<file path="config.mk">
export PLATFORM = sky130hd
export DESIGN_NAME = heading_to_differential_wheel_speeds_core
export DESIGN_NICKNAME = d
export VERILOG_FILES = /design/src/design/hdw_pkg.sv /design/src/design/heading_to_differential_wheel_speeds_core.sv /design/src/design/hdw_front.sv /design/src/design/hdw_queue.sv /design/src/design/hdw_back.sv
export SDC_FILE = /design/constraint.sdc
export NUM_CORES = 2
export LEC_CHECK = 0
export BUFFER_PORTS_ARGS = -buffer_cell sky130_fd_sc_hd__buf_2
export CAP_MARGIN = 20
export CORE_MARGIN = 1.5
export CORE_UTILIZATION = 30
export DETAILED_ROUTE_END_ITERATION = 7
export GPL_ROUTABILITY_DRIVEN = 0
export SKIP_LAST_GASP = 1
export SLEW_MARGIN = 15
export SYNTH_ARGS = -nofsm -noshare
export SYNTH_HDL_FRONTEND = slang
export SYNTH_SLANG_ARGS = --single-unit
</file>
<file path="constraint.sdc">
create_clock -name clk -period 10.6 [get_ports clk]
set_input_delay 3.18 -clock clk [delete_from_list [all_inputs] [get_ports clk]]
set_output_delay 3.18 -clock clk [all_outputs]
set_load 0.01 [all_outputs]
</file>
<file path="src/design/hdw_pkg.sv">
// ----------------------------------------------------------------------------
// hdw_pkg
// Types, constants and the arctangent table for the heading to wheel speed
// block.
// ----------------------------------------------------------------------------
package hdw_pkg;

  localparam logic signed [16:0] ANGLE_PI      = 17'sd25736;
  localparam logic signed [16:0] ANGLE_HALF_PI = 17'sd12868;

  // turning modes
  localparam logic [1:0] MODE_NONE = 2'd0;
  localparam logic [1:0] MODE_SOFT = 2'd1;
  localparam logic [1:0] MODE_HARD = 2'd2;

  // vector classes found by the front end
  localparam logic [1:0] CLS_GEN   = 2'd0;
  localparam logic [1:0] CLS_YZERO = 2'd1;
  localparam logic [1:0] CLS_XZERO = 2'd2;

  // configuration register indexes
  localparam logic [1:0] REG_HARD = 2'd0;
  localparam logic [1:0] REG_SOFT = 2'd1;
  localparam logic [1:0] REG_NONE = 2'd2;
  localparam logic [1:0] REG_MAX  = 2'd3;

  localparam int CNT_W    = 5;
  localparam int CW       = 27;  // cordic datapath width
  localparam int DIV_BITS = 31;

  typedef struct packed {
    logic signed [15:0] heading_x;
    logic signed [15:0] heading_y;
  } in_beat_t;

  typedef struct packed {
    logic signed [15:0] left_speed;
    logic signed [15:0] right_speed;
    logic [1:0]         turn_mode;
  } out_beat_t;

  typedef struct packed {
    logic signed [15:0] x;
    logic signed [15:0] y;
    logic [1:0]         cls;
  } work_t;

  typedef struct packed {
    logic [14:0] hard_thr;
    logic [14:0] soft_thr;
    logic [14:0] none_thr;
    logic [14:0] spd_limit;
  } cfg_t;

  // atan(2^-i) in Q3.13
  function automatic logic [12:0] atan_lut(input logic [CNT_W-1:0] i);
    logic [12:0] v;
    case (i)
      5'd0:    v = 13'd6434;
      5'd1:    v = 13'd3798;
      5'd2:    v = 13'd2007;
      5'd3:    v = 13'd1019;
      5'd4:    v = 13'd511;
      5'd5:    v = 13'd256;
      5'd6:    v = 13'd128;
      5'd7:    v = 13'd64;
      5'd8:    v = 13'd32;
      5'd9:    v = 13'd16;
      5'd10:   v = 13'd8;
      5'd11:   v = 13'd4;
      5'd12:   v = 13'd2;
      5'd13:   v = 13'd1;
      default: v = 13'd0;
    endcase
    return v;
  endfunction

endpackage

</file>
<file path="src/design/heading_to_differential_wheel_speeds_core.sv">
// ----------------------------------------------------------------------------
// heading_to_differential_wheel_speeds_core
// Heading vector to differential wheel speeds with turning hysteresis.
//
//   channel | ports                          | direction
//   in      | in_valid, in_stall, in_data    | heading beat in
//   out     | out_valid, out_stall, out_data | wheel speed beat out
//   cfg     | cfg_we, cfg_index, cfg_wdata   | register write
//
// A soft turn adds a bit-serial divide; cordic and square root share one
// iteration loop.
// Reset is synchronous, active low; no clearing pass.
// A queue of two beats and a holding register sit ahead of the back end, and
// the output register frees the back end while a result waits.
// ----------------------------------------------------------------------------
module heading_to_differential_wheel_speeds_core #(
  parameter int CORDIC_STEPS = 16
) (
  input  logic               clk,
  input  logic               rst_n,
  input  logic               in_valid,
  output logic               in_stall,
  input  hdw_pkg::in_beat_t  in_data,
  output logic               out_valid,
  input  logic               out_stall,
  output hdw_pkg::out_beat_t out_data,
  input  logic               cfg_we,
  input  logic [1:0]         cfg_index,
  input  logic [14:0]        cfg_wdata
);

  hdw_pkg::cfg_t  cfg_r;
  logic           push, q_full, q_empty, pop;
  hdw_pkg::work_t push_data, pop_data;

  // configuration registers
  always_ff @(posedge clk) begin
    if (!rst_n) begin
      cfg_r.hard_thr  <= 15'd12868;
      cfg_r.soft_thr  <= 15'd10008;
      cfg_r.none_thr  <= 15'd1430;
      cfg_r.spd_limit <= 15'd2560;
    end else if (cfg_we) begin
      case (cfg_index)
        hdw_pkg::REG_HARD: cfg_r.hard_thr  <= cfg_wdata;
        hdw_pkg::REG_SOFT: cfg_r.soft_thr  <= cfg_wdata;
        hdw_pkg::REG_NONE: cfg_r.none_thr  <= cfg_wdata;
        hdw_pkg::REG_MAX:  cfg_r.spd_limit <= cfg_wdata;
        default: ;
      endcase
    end
  end

  hdw_front u_front (
    .clk       (clk),
    .rst_n     (rst_n),
    .in_valid  (in_valid),
    .in_stall  (in_stall),
    .in_data   (in_data),
    .push      (push),
    .push_data (push_data),
    .q_full    (q_full)
  );

  hdw_queue u_queue (
    .clk       (clk),
    .rst_n     (rst_n),
    .push      (push),
    .push_data (push_data),
    .full      (q_full),
    .pop       (pop),
    .empty     (q_empty),
    .pop_data  (pop_data)
  );

  hdw_back #(
    .CORDIC_STEPS (CORDIC_STEPS)
  ) u_back (
    .clk       (clk),
    .rst_n     (rst_n),
    .cfg       (cfg_r),
    .q_empty   (q_empty),
    .q_data    (pop_data),
    .pop       (pop),
    .out_valid (out_valid),
    .out_stall (out_stall),
    .out_data  (out_data)
  );

endmodule

</file>
<file path="src/design/hdw_front.sv">
// ----------------------------------------------------------------------------
// hdw_front
// Accepts heading beats and tags each with its vector class.
// ----------------------------------------------------------------------------
module hdw_front (
  input  logic             clk,
  input  logic             rst_n,
  input  logic             in_valid,
  output logic             in_stall,
  input  hdw_pkg::in_beat_t in_data,
  output logic             push,
  output hdw_pkg::work_t   push_data,
  input  logic             q_full
);

  logic            valid_r;
  hdw_pkg::work_t  item_r;
  logic            take;

  assign push      = valid_r & ~q_full;
  assign in_stall  = valid_r & q_full;
  assign take      = in_valid & ~in_stall;
  assign push_data = item_r;

  // holding register
  always_ff @(posedge clk) begin
    if (!rst_n) begin
      valid_r <= 1'b0;
    end else if (take) begin
      valid_r <= 1'b1;
    end else if (push) begin
      valid_r <= 1'b0;
    end
  end

  // classify the vector
  always_ff @(posedge clk) begin
    if (take) begin
      item_r.x <= in_data.heading_x;
      item_r.y <= in_data.heading_y;
      if (in_data.heading_y == 16'sd0) begin
        item_r.cls <= hdw_pkg::CLS_YZERO;
      end else if (in_data.heading_x == 16'sd0) begin
        item_r.cls <= hdw_pkg::CLS_XZERO;
      end else begin
        item_r.cls <= hdw_pkg::CLS_GEN;
      end
    end
  end

endmodule

</file>
<file path="src/design/hdw_queue.sv">
// ----------------------------------------------------------------------------
// hdw_queue
// Two-entry queue between front end and back end.
// ----------------------------------------------------------------------------
module hdw_queue (
  input  logic           clk,
  input  logic           rst_n,
  input  logic           push,
  input  hdw_pkg::work_t push_data,
  output logic           full,
  input  logic           pop,
  output logic           empty,
  output hdw_pkg::work_t pop_data
);

  hdw_pkg::work_t mem_r [2];
  logic       wr_r, rd_r;
  logic [1:0] cnt_r;

  assign full     = (cnt_r == 2'd2);
  assign empty    = (cnt_r == 2'd0);
  assign pop_data = mem_r[rd_r];

  // pointers and fill count
  always_ff @(posedge clk) begin
    if (!rst_n) begin
      wr_r  <= 1'b0;
      rd_r  <= 1'b0;
      cnt_r <= 2'd0;
    end else begin
      if (push) wr_r <= ~wr_r;
      if (pop) rd_r <= ~rd_r;
      if (push && !pop) begin
        cnt_r <= cnt_r + 2'd1;
      end else if (pop && !push) begin
        cnt_r <= cnt_r - 2'd1;
      end
    end
  end

  // storage
  always_ff @(posedge clk) begin
    if (push) mem_r[wr_r] <= push_data;
  end

endmodule

</file>
<file path="src/design/hdw_back.sv">
// ----------------------------------------------------------------------------
// hdw_back
// Cordic angle, square root length, mode update, soft turn divide and
// output register.
// ----------------------------------------------------------------------------
module hdw_back #(
  parameter int CORDIC_STEPS = 16
) (
  input  logic              clk,
  input  logic              rst_n,
  input  hdw_pkg::cfg_t     cfg,
  input  logic              q_empty,
  input  hdw_pkg::work_t    q_data,
  output logic              pop,
  output logic              out_valid,
  input  logic              out_stall,
  output hdw_pkg::out_beat_t out_data
);

  localparam int ITERS = (CORDIC_STEPS > 16) ? CORDIC_STEPS : 16;
  localparam int CW = hdw_pkg::CW;

  typedef enum logic [6:0] {
    S_IDLE = 7'b0000001,
    S_SQX  = 7'b0000010,
    S_SQY  = 7'b0000100,
    S_ITER = 7'b0001000,
    S_MODE = 7'b0010000,
    S_DIV  = 7'b0100000,
    S_FIN  = 7'b1000000
  } state_t;

  state_t state_r, state_nxt;

  logic signed [15:0]   hx_r, hy_r;
  logic [1:0]           cls_r;
  logic signed [CW-1:0] cx_r, cy_r;
  logic signed [16:0]   z_r;
  logic [31:0]          v_r, res_r, bit_r;
  logic [hdw_pkg::CNT_W-1:0] cnt_r;
  logic [1:0]           mode_r;
  logic [14:0]          base_r;
  logic                 pos_r;
  logic [30:0]          num_r;
  logic [15:0]          rem_r;
  logic                 dz_r;  // divide skipped, d is zero
  logic                 out_valid_r;
  hdw_pkg::out_beat_t   out_r;

  // shared squaring multiplier
  logic signed [15:0] sq_in;
  logic signed [31:0] sq;
  assign sq_in = state_r == S_SQX ? hx_r : hy_r;
  assign sq    = sq_in * sq_in;

  // cordic step
  logic signed [CW-1:0] xs, ys;
  logic signed [16:0]   at;
  assign xs = cx_r >>> cnt_r;
  assign ys = cy_r >>> cnt_r;
  assign at = {4'b0, hdw_pkg::atan_lut(cnt_r)};

  // root step
  logic [31:0] trial;
  assign trial = res_r + bit_r;

  // mode update on saturated angle
  logic signed [16:0] zs;
  logic [14:0]        a;
  logic [1:0]         m0, m1, m2, m3;
  always_comb begin
    zs = z_r;
    if (z_r > hdw_pkg::ANGLE_PI) zs = hdw_pkg::ANGLE_PI;
    if (z_r < -hdw_pkg::ANGLE_PI) zs = -hdw_pkg::ANGLE_PI;
    a = zs[16] ? 15'(-zs) : zs[14:0];
    m0 = (mode_r == hdw_pkg::MODE_SOFT || mode_r == hdw_pkg::MODE_HARD) ?
         mode_r : hdw_pkg::MODE_NONE;
    m1 = m0;
    if (m1 == hdw_pkg::MODE_HARD && a <= cfg.soft_thr) m1 = hdw_pkg::MODE_SOFT;
    m2 = m1;
    if (m2 == hdw_pkg::MODE_SOFT) begin
      if (a > cfg.hard_thr) m2 = hdw_pkg::MODE_HARD;
      else if (a <= cfg.none_thr) m2 = hdw_pkg::MODE_NONE;
    end
    m3 = m2;
    if (m3 == hdw_pkg::MODE_NONE) begin
      if (a > cfg.hard_thr) m3 = hdw_pkg::MODE_HARD;
      else if (a > cfg.none_thr) m3 = hdw_pkg::MODE_SOFT;
    end
  end

  logic [14:0] base_c;
  logic [29:0] prod;
  assign base_c = (res_r[15:0] < {1'b0, cfg.spd_limit}) ? res_r[14:0] : cfg.spd_limit;
  assign prod   = base_c * a;

  // divide step
  logic [15:0] rem_sh;
  logic        qbit;
  assign rem_sh = {rem_r[14:0], num_r[30]};
  assign qbit   = rem_sh >= {1'b0, cfg.hard_thr};

  // final speeds
  logic signed [17:0] d, s1, s2, lt, rt;
  logic               out_free;
  assign out_free = ~out_valid_r | ~out_stall;
  always_comb begin
    d = dz_r ? 18'sd0 : $signed({1'b0, num_r[16:0]});
    if (mode_r == hdw_pkg::MODE_HARD) begin
      s1 = -$signed({3'b0, cfg.spd_limit});
      s2 = $signed({3'b0, cfg.spd_limit});
    end else if (mode_r == hdw_pkg::MODE_SOFT) begin
      s1 = $signed({3'b0, base_r}) - d;
      s2 = $signed({3'b0, base_r}) + d;
    end else begin
      s1 = $signed({3'b0, base_r});
      s2 = s1;
    end
    lt = pos_r ? s1 : s2;
    rt = pos_r ? s2 : s1;
  end

  function automatic logic signed [15:0] sat16(input logic signed [17:0] v);
    logic signed [15:0] r;
    if (v > 18'sd32767) r = 16'sh7fff;
    else if (v < -18'sd32768) r = 16'sh8000;
    else r = v[15:0];
    return r;
  endfunction

  assign pop = (state_r == S_IDLE) & ~q_empty;

  // sequencer
  always_comb begin
    state_nxt = state_r;
    case (state_r)
      S_IDLE: if (!q_empty) state_nxt = S_SQX;
      S_SQX:  state_nxt = S_SQY;
      S_SQY:  state_nxt = S_ITER;
      S_ITER: if (cnt_r == hdw_pkg::CNT_W'(ITERS - 1)) state_nxt = S_MODE;
      S_MODE: begin
        if (m3 == hdw_pkg::MODE_SOFT && cfg.hard_thr != 15'd0) state_nxt = S_DIV;
        else state_nxt = S_FIN;
      end
      S_DIV:  if (cnt_r == hdw_pkg::CNT_W'(hdw_pkg::DIV_BITS - 1)) state_nxt = S_FIN;
      S_FIN:  if (out_free) state_nxt = S_IDLE;
      default: state_nxt = S_IDLE;
    endcase
  end

  // control registers
  always_ff @(posedge clk) begin
    if (!rst_n) begin
      state_r     <= S_IDLE;
      mode_r      <= hdw_pkg::MODE_NONE;
      out_valid_r <= 1'b0;
    end else begin
      state_r <= state_nxt;
      if (state_r == S_MODE) mode_r <= m3;
      if (state_r == S_FIN && out_free) begin
        out_valid_r <= 1'b1;
      end else if (!out_stall) begin
        out_valid_r <= 1'b0;
      end
    end
  end

  // datapath
  always_ff @(posedge clk) begin
    case (state_r)
      S_IDLE: begin
        hx_r  <= q_data.x;
        hy_r  <= q_data.y;
        cls_r <= q_data.cls;
        cnt_r <= '0;
        if (q_data.cls == hdw_pkg::CLS_YZERO) begin
          z_r <= q_data.x[15] ? hdw_pkg::ANGLE_PI : 17'sd0;
        end else if (q_data.cls == hdw_pkg::CLS_XZERO) begin
          z_r <= q_data.y[15] ? -hdw_pkg::ANGLE_HALF_PI : hdw_pkg::ANGLE_HALF_PI;
        end else if (!q_data.x[15]) begin
          z_r  <= 17'sd0;
          cx_r <= {{3{q_data.x[15]}}, q_data.x, 8'd0};
          cy_r <= {{3{q_data.y[15]}}, q_data.y, 8'd0};
        end else if (!q_data.y[15]) begin
          z_r  <= hdw_pkg::ANGLE_HALF_PI;
          cx_r <= {{3{q_data.y[15]}}, q_data.y, 8'd0};
          cy_r <= -{{3{q_data.x[15]}}, q_data.x, 8'd0};
        end else begin
          z_r  <= -hdw_pkg::ANGLE_HALF_PI;
          cx_r <= -{{3{q_data.y[15]}}, q_data.y, 8'd0};
          cy_r <= {{3{q_data.x[15]}}, q_data.x, 8'd0};
        end
      end
      S_SQX: begin
        v_r   <= 32'(sq);
        res_r <= '0;
        bit_r <= 32'h4000_0000;
      end
      S_SQY: v_r <= v_r + 32'(sq);
      S_ITER: begin
        cnt_r <= cnt_r + 1'b1;
        if (32'(cnt_r) < CORDIC_STEPS && cls_r == hdw_pkg::CLS_GEN) begin
          if (!cy_r[CW-1]) begin
            cx_r <= cx_r + ys;
            cy_r <= cy_r - xs;
            z_r  <= z_r + at;
          end else begin
            cx_r <= cx_r - ys;
            cy_r <= cy_r + xs;
            z_r  <= z_r - at;
          end
        end
        if (cnt_r < hdw_pkg::CNT_W'(16)) begin
          if (v_r >= trial) begin
            v_r   <= v_r - trial;
            res_r <= (res_r >> 1) + bit_r;
          end else begin
            res_r <= res_r >> 1;
          end
          bit_r <= bit_r >> 2;
        end
      end
      S_MODE: begin
        cnt_r  <= '0;
        base_r <= base_c;
        pos_r  <= zs > 17'sd0;
        num_r  <= 31'(prod) + 31'(cfg.hard_thr >> 1);
        rem_r  <= '0;
        dz_r   <= ~(m3 == hdw_pkg::MODE_SOFT && cfg.hard_thr != 15'd0);
      end
      S_DIV: begin
        cnt_r <= cnt_r + 1'b1;
        rem_r <= qbit ? rem_sh - {1'b0, cfg.hard_thr} : rem_sh;
        num_r <= {num_r[29:0], qbit};
      end
      S_FIN: begin
        if (out_free) begin
          out_r.left_speed  <= sat16(lt);
          out_r.right_speed <= sat16(rt);
          out_r.turn_mode   <= mode_r;
        end
      end
      default: ;
    endcase
  end

  assign out_valid = out_valid_r;
  assign out_data  = out_r;

endmodule

</file>
# After elaboration in Yosys (flattened, before gate mapping)
# Memory sizes are Yosys's and may differ from the RTL's. A register that Yosys moved wholly into a read port is not among the register bits.
# Cells that the tools add are included.
# op_classes
addsub,21
n_mul,2
n_lt_le_gt_ge,16
n_eq_ne,30
shift,2
muxes,75
bitwise_logic,13
n_reduce_logical,35
# ops
cell,n
two-way mux 27 bit,12
two-way mux 32 bit,5
two-way mux 17 bit,9
case mux 32 bit (2 select lines),2
two-way mux 18 bit,6
case mux 27 bit (2 select lines),2
case mux 32 bit (3 select lines),1
adder 32 bit,2
case mux 31 bit (2 select lines),1
two-way mux 15 bit,4
adder 27 bit,2
negator 27 bit,2
>>> shifter 27 x 5 -> 27 bit,2
subtractor 27 bit,2
case mux 7 bit (7 select lines),1
two-way mux 16 bit,3
"greater-than comparator 18 x 16 -> 1 bit, second input constant",2
"< comparator 18 x 16 -> 1 bit, second input constant",2
two-way mux 7 bit,5
case mux 17 bit (2 select lines),1
adder 31 x 32 -> 32 bit,1
greater-or-equal comparator 32 bit,1
logical NOT 16 bit,2
multiplier 16 x 16 -> 32 bit,1
other kinds (54),123
# totals
register_bits,412
ram_bits,68
rom_bits,208
in_bits,54
out_inout_bits,36
word_cells,228
n_memories,2
# memory_table
memory,depth,width,read_ports,rd_clocked_by_memory_dff,wr,line,source
(name not given),16,13,1,1,0,hdw_pkg.sv:58,case (i)
u_queue.mem_r,2,34,1,1,1,hdw_queue.sv:16,hdw_pkg::work_t mem_r [2];

# Logic depth before layout (Yosys ltp)
# depth
word_depth,18
ltp_mapped,42
depth_no_buf,41

# Hierarchy
# A second synthesis with hierarchy kept.
# unflattened
cells_unflattened,5809
hier_area_um2,53436.2
# modules_own_cells
module,n_inst,cells_per_inst,area_each_um2
hdw_back,1,5398,47241.6
hdw_queue,1,128,2671.3
heading_to_differential_wheel_speeds_core,1,233,2381.0
hdw_front,1,50,1142.3

# Worst setup path before layout
# No wires, ideal clock.
# synth_timing
path_type,reg2reg
start,reg u_back.z_r[4]
end,reg u_back.num_r[30] (data pin)
setup_time_ns,0.270
arrival_time_ns,9.939
slack_ns,0.390
stages_incl_launch_ff,41
path_buffers,1
synth_period_minus_slack_ns,10.210
cell_sequence,edfxtp_1 > a41o_1 > a31oi_1 > nor2_1 > o31a_1 > and2_1 > clkbuf_1 > nor2_1 > nor2_1 > inv_1 > ha_1 > inv_1 > or3_1 > or3_1 > nor3_1 > nand2_1 > nor4_1 > xor2_1 > (+5 left out) > inv_1 > fa_1 > fa_1 > fa_1 > inv_1 > fa_1 > inv_1 > ha_1 > a21o_1 > a21oi_1 > nand3_1 > a211oi_1 > o31a_1 > nor2b_1 > or4_1 > a31oi_1 > xnor2_1 > a21oi_1
# synth_between
elab_chain_cells,8
word_cells_on_any_way,9
# synth_rtl
element,line,source
"start, declared",hdw_back.sv:38,logic signed [16:0] z_r;
"start signal, assigned",hdw_back.sv:177,z_r <= q_data.x[15] ? hdw_pkg::ANGLE_PI : 17'sd0;
"start signal, assigned",hdw_back.sv:179,z_r <= q_data.y[15] ? -hdw_pkg::ANGLE_HALF_PI : hdw_pkg::ANGLE_HALF_PI;
"start signal, assigned",hdw_back.sv:185,z_r <= hdw_pkg::ANGLE_HALF_PI;
greater-than comparator 17 x 16 -> 1 bit,hdw_back.sv:73,if (z_r > hdw_pkg::ANGLE_PI) zs = hdw_pkg::ANGLE_PI;
two-way mux 17 bit,hdw_back.sv:73,
two-way mux 17 bit (*),hdw_back.sv:74,if (z_r < -hdw_pkg::ANGLE_PI) zs = -hdw_pkg::ANGLE_PI;
negator 15 bit,hdw_back.sv:75,a = zs[16] ? 15'(-zs) : zs[14:0];
two-way mux 15 bit (*),hdw_back.sv:75,
multiplier 15 x 15 -> 30 bit (*),hdw_back.sv:95,assign prod = base_c * a;
adder 30 x 14 -> 31 bit (*),hdw_back.sv:227,num_r <= 31'(prod) + 31'(cfg.hard_thr >> 1);
case mux 31 bit (2 select lines) (*),hdw_back.sv:170,case (state_r)
"end signal, assigned",hdw_back.sv:227,
"end signal, assigned",hdw_back.sv:234,"num_r <= {num_r[29:0], qbit};"
"end, declared",hdw_back.sv:44,logic [30:0] num_r;
# Every way passes the cells marked *; elsewhere a longest branch is shown, timed or not.
# A chain may end at the register's enable or synchronous reset.

# Worst setup path after layout
# layout_timing
start,reg u_back.z_r[2]
end,reg u_back.num_r[29] (data pin)
# The elaborated chain is that of the path after synthesis.

==> results_dict.tcl <==
set metrics [dict create \
    grt_first_pass_wirelength_mm 239 \
    setup_violations 0 \
    fin_crit_sh_pct 94.8 \
    relSlewSlack_pct 23.6 \
    htree_levels 2 \
    ys_top_cells_by_area "edfxtp_1, fa_1, ha_1" \
    synth_seq_cells 478 \
    setup_slack_ns 0.550 \
    end_kind "register" \
    cts_tree "built" \
    max_freq_mhz 99.5 \
    synth-edff-count 389 \
    synth.top_cells.by_count "inv_1, nand2_1, nor2_1" \
    cts_num_sinks 478 \
    placeableCoreArea_um2 176000 \
    synth_top_area_share_pct 21.8 \
    vias 43200 \
    ctsHoldBuffers 0 \
    syn_nets 6817 \
    drt_first_pass_iters 6 \
    syn_inst 5862 \
    hpwl_mm 117 \
    grt_pass1_vias 43200 \
    dieArea_um2 181000 \
    synth_flop_cell "edfxtp_1" \
    final_cell_count_no_fill 8318 \
    detail-route-antenna-nets 0 \
    status "completed" \
    drc_errors 0 \
    grt_use_total_pct 16.5 \
    critPathMaxFanout 7 \
    syn_to_final_growth_pct 10.3 \
    finalMaxSlewViolations 0 \
    ys_seq_area_share_pct 25.2 \
    yosysMostFrequentCell "inv_1" \
    cp-start-kind "register" \
    crit_family "adder cells" \
    yosysTopAreaCell "edfxtp_1" \
    clk_latency_ns 0.73 \
    synth_compound_area_share_pct 15.0 \
    row_count 154 \
    clock_skew_ns 0.0695 \
    slowest_stage "fa_1" \
    start_util_pct 30.3 \
    grt-ovfl-total 0 \
    grt_antenna_before_repair 1 \
    io_buffers 89 \
    fin_hold_ws_ns 0.447 \
    synth-async-reset-ratio_pct 0 \
    ys_types 101 \
    fin_crit_ns 10.05 \
    synth_xor_area_share_pct 5.89 \
    grt_max_degree 69 \
    critPathMaxStageDelay_ns 0.54 \
    dp_slack_ns 0.00538 \
    root_buffer "clkbuf_16" \
    fin_util_pct 33.4 \
    die_y_um 425 \
    ys_warn_count 0 \
    finalNetCount 6886 \
    crit_required_ns 11.00 \
    muxShareOfSynthArea_pct 5.49 \
    pin_count 90 \
    placedCellCount 8206 \
    fillers 18200 \
    synth_top_family_by_area "adder cells" \
    syn_area_um2 53500 \
    clockBufferDepth 3 \
    clk_pin_slew_ns 0.07 \
    path_class "register to register" \
    tightest_slew_ns 1.15 \
    drtIter0Drc 3372 \
    diodes 0 \
    cts_made_buffers 56 \
    die_w_um 425 \
    hp-class "register to register" \
    routed_wl_mm 151 \
    crit_top_cell "fa_1" \
    arrival_ns 10.45 \
    cp.buffers_inverters 9 \
    vias_per_cell 5.20 \
    synth_fa_ha_area_share_pct 27.0 \
    synth_area_per_cell_um2 9.12 \
    finalHoldViolations 0 \
    wl_per_cell_um 18.2 \
    synth_simple_gate_area_share_pct 14.1 \
    drv_cap 0 \
    drive_above_1_share_pct 8.08 \
]
metal layers:
metal  global-route usage [%]  vias up  part of all wire [%]  wire length (um)
li1                         -    20400                     -                 -
met1                     21.5    21300                    43             65000
met2                     27.9     1347                    47             71800
met5                        0        -                     0                 0
met4                     5.61        0                   3.4              5120
met3                     2.32      264                   6.2              9340
through the flow:
| step | setup TNS [ns] | area (um2) |
|---|---|---|
| 6_report | 0 | 59000 |
| 4_1_cts | 0 | 58800 |
| 5_1_grt | -0.0125 | 59000 |
| 2_1_floorplan | 0 | 53500 |
| 3_3_place_gp | -0.0116 | 56900 |
| 3_5_place_dp | 0 | 56900 |
state kept, by name, indices dropped and copies added (netlist names), 2 cells and up, named ones only:
name	count
cfg_r	60
u_back.res_r	32
u_front.push_data	34
u_back.out_data	34
u_back.hx_r	16
u_back.num_r	31
u_back.hy_r	16
u_queue.cnt_r	2
u_back.cnt_r	5
u_back.cls_r	2
u_back.base_r	15
u_back.cx_r	27
u_back.state_r	7
u_back.cy_r	27
u_back.z_r	17
u_back.rem_r	15
u_back.v_r	32
u_queue.mem_r	68
u_back.mode_r	2
u_back.bit_r	16
final cells by class:
| class | count | area (um2) | area share, % |
|---|---|---|---|
| inverter | 787 | 2960 | 5.03 |
| sequential | 478 | 13500 | 22.8 |
| timing repair buffer | 219 | 1420 | 2.41 |
| clock buffer | 66 | 1480 | 2.51 |
| clock inverter | 39 | 398 | 0.675 |
| tap | 2340 | 2930 | 4.96 |
| multi-input combinational | 4389 | 36300 | 61.6 |
logic make-up (layout without fill, tap and decap cells):
logic type,after synthesis,after routing
buffers and inverters,995,1111
AOI/OAI and AO/OA,1254,1254
adders and majority gates,901,901
xor gates and xnor gates,358,358
DFF,478,478
and+or+nand+nor,1669,1669
muxes,207,207
worst paths after layout:
check | slack, ns | start | to | cells past startpoint
setup / recovery | 0.55 | u_back.z_r[2] | u_back.num_r[29] | 41
hold / removal | 0.45 | u_front.push_data[11] | u_queue.mem_r[1][11] | 0
setup reg to reg | 0.55 | u_back.z_r[2] | u_back.num_r[29] | 41
hold reg to reg | 0.45 | u_front.push_data[11] | u_queue.mem_r[1][11] | 0
timing repair:
item	CTS	global route
hold endpoints to repair	0	0
pin swaps	0	3
gates resized for setup	1	21
buffers inserted	0	5
setup endpoints to repair	1	9
cell usage in the layout (no fill, tap or decap), types with 52 or more instances in the layout:
cell / instances
inv_1: 766
nand2_1: 629
nor2_1: 500
ha_1: 477
fa_1: 424
edfxtp_1: 389
a21oi_1: 351
o21ai_0: 255
xnor2_1: 218
xor2_1: 139
buf_4: 130
mux2i_1: 101
a21o_1: 91
buf_2: 89
dfxtp_1: 86
nand2b_1: 84
o211ai_1: 77
nor3_1: 75
a211oi_1: 74
a31oi_1: 66
nor2b_1: 61
nand3_1: 59
clkbuf_16: 57
and2_1: 52
Power is not shown: default switching activity piles up to over one toggle a cycle in this logic, so the estimate is an artifact.
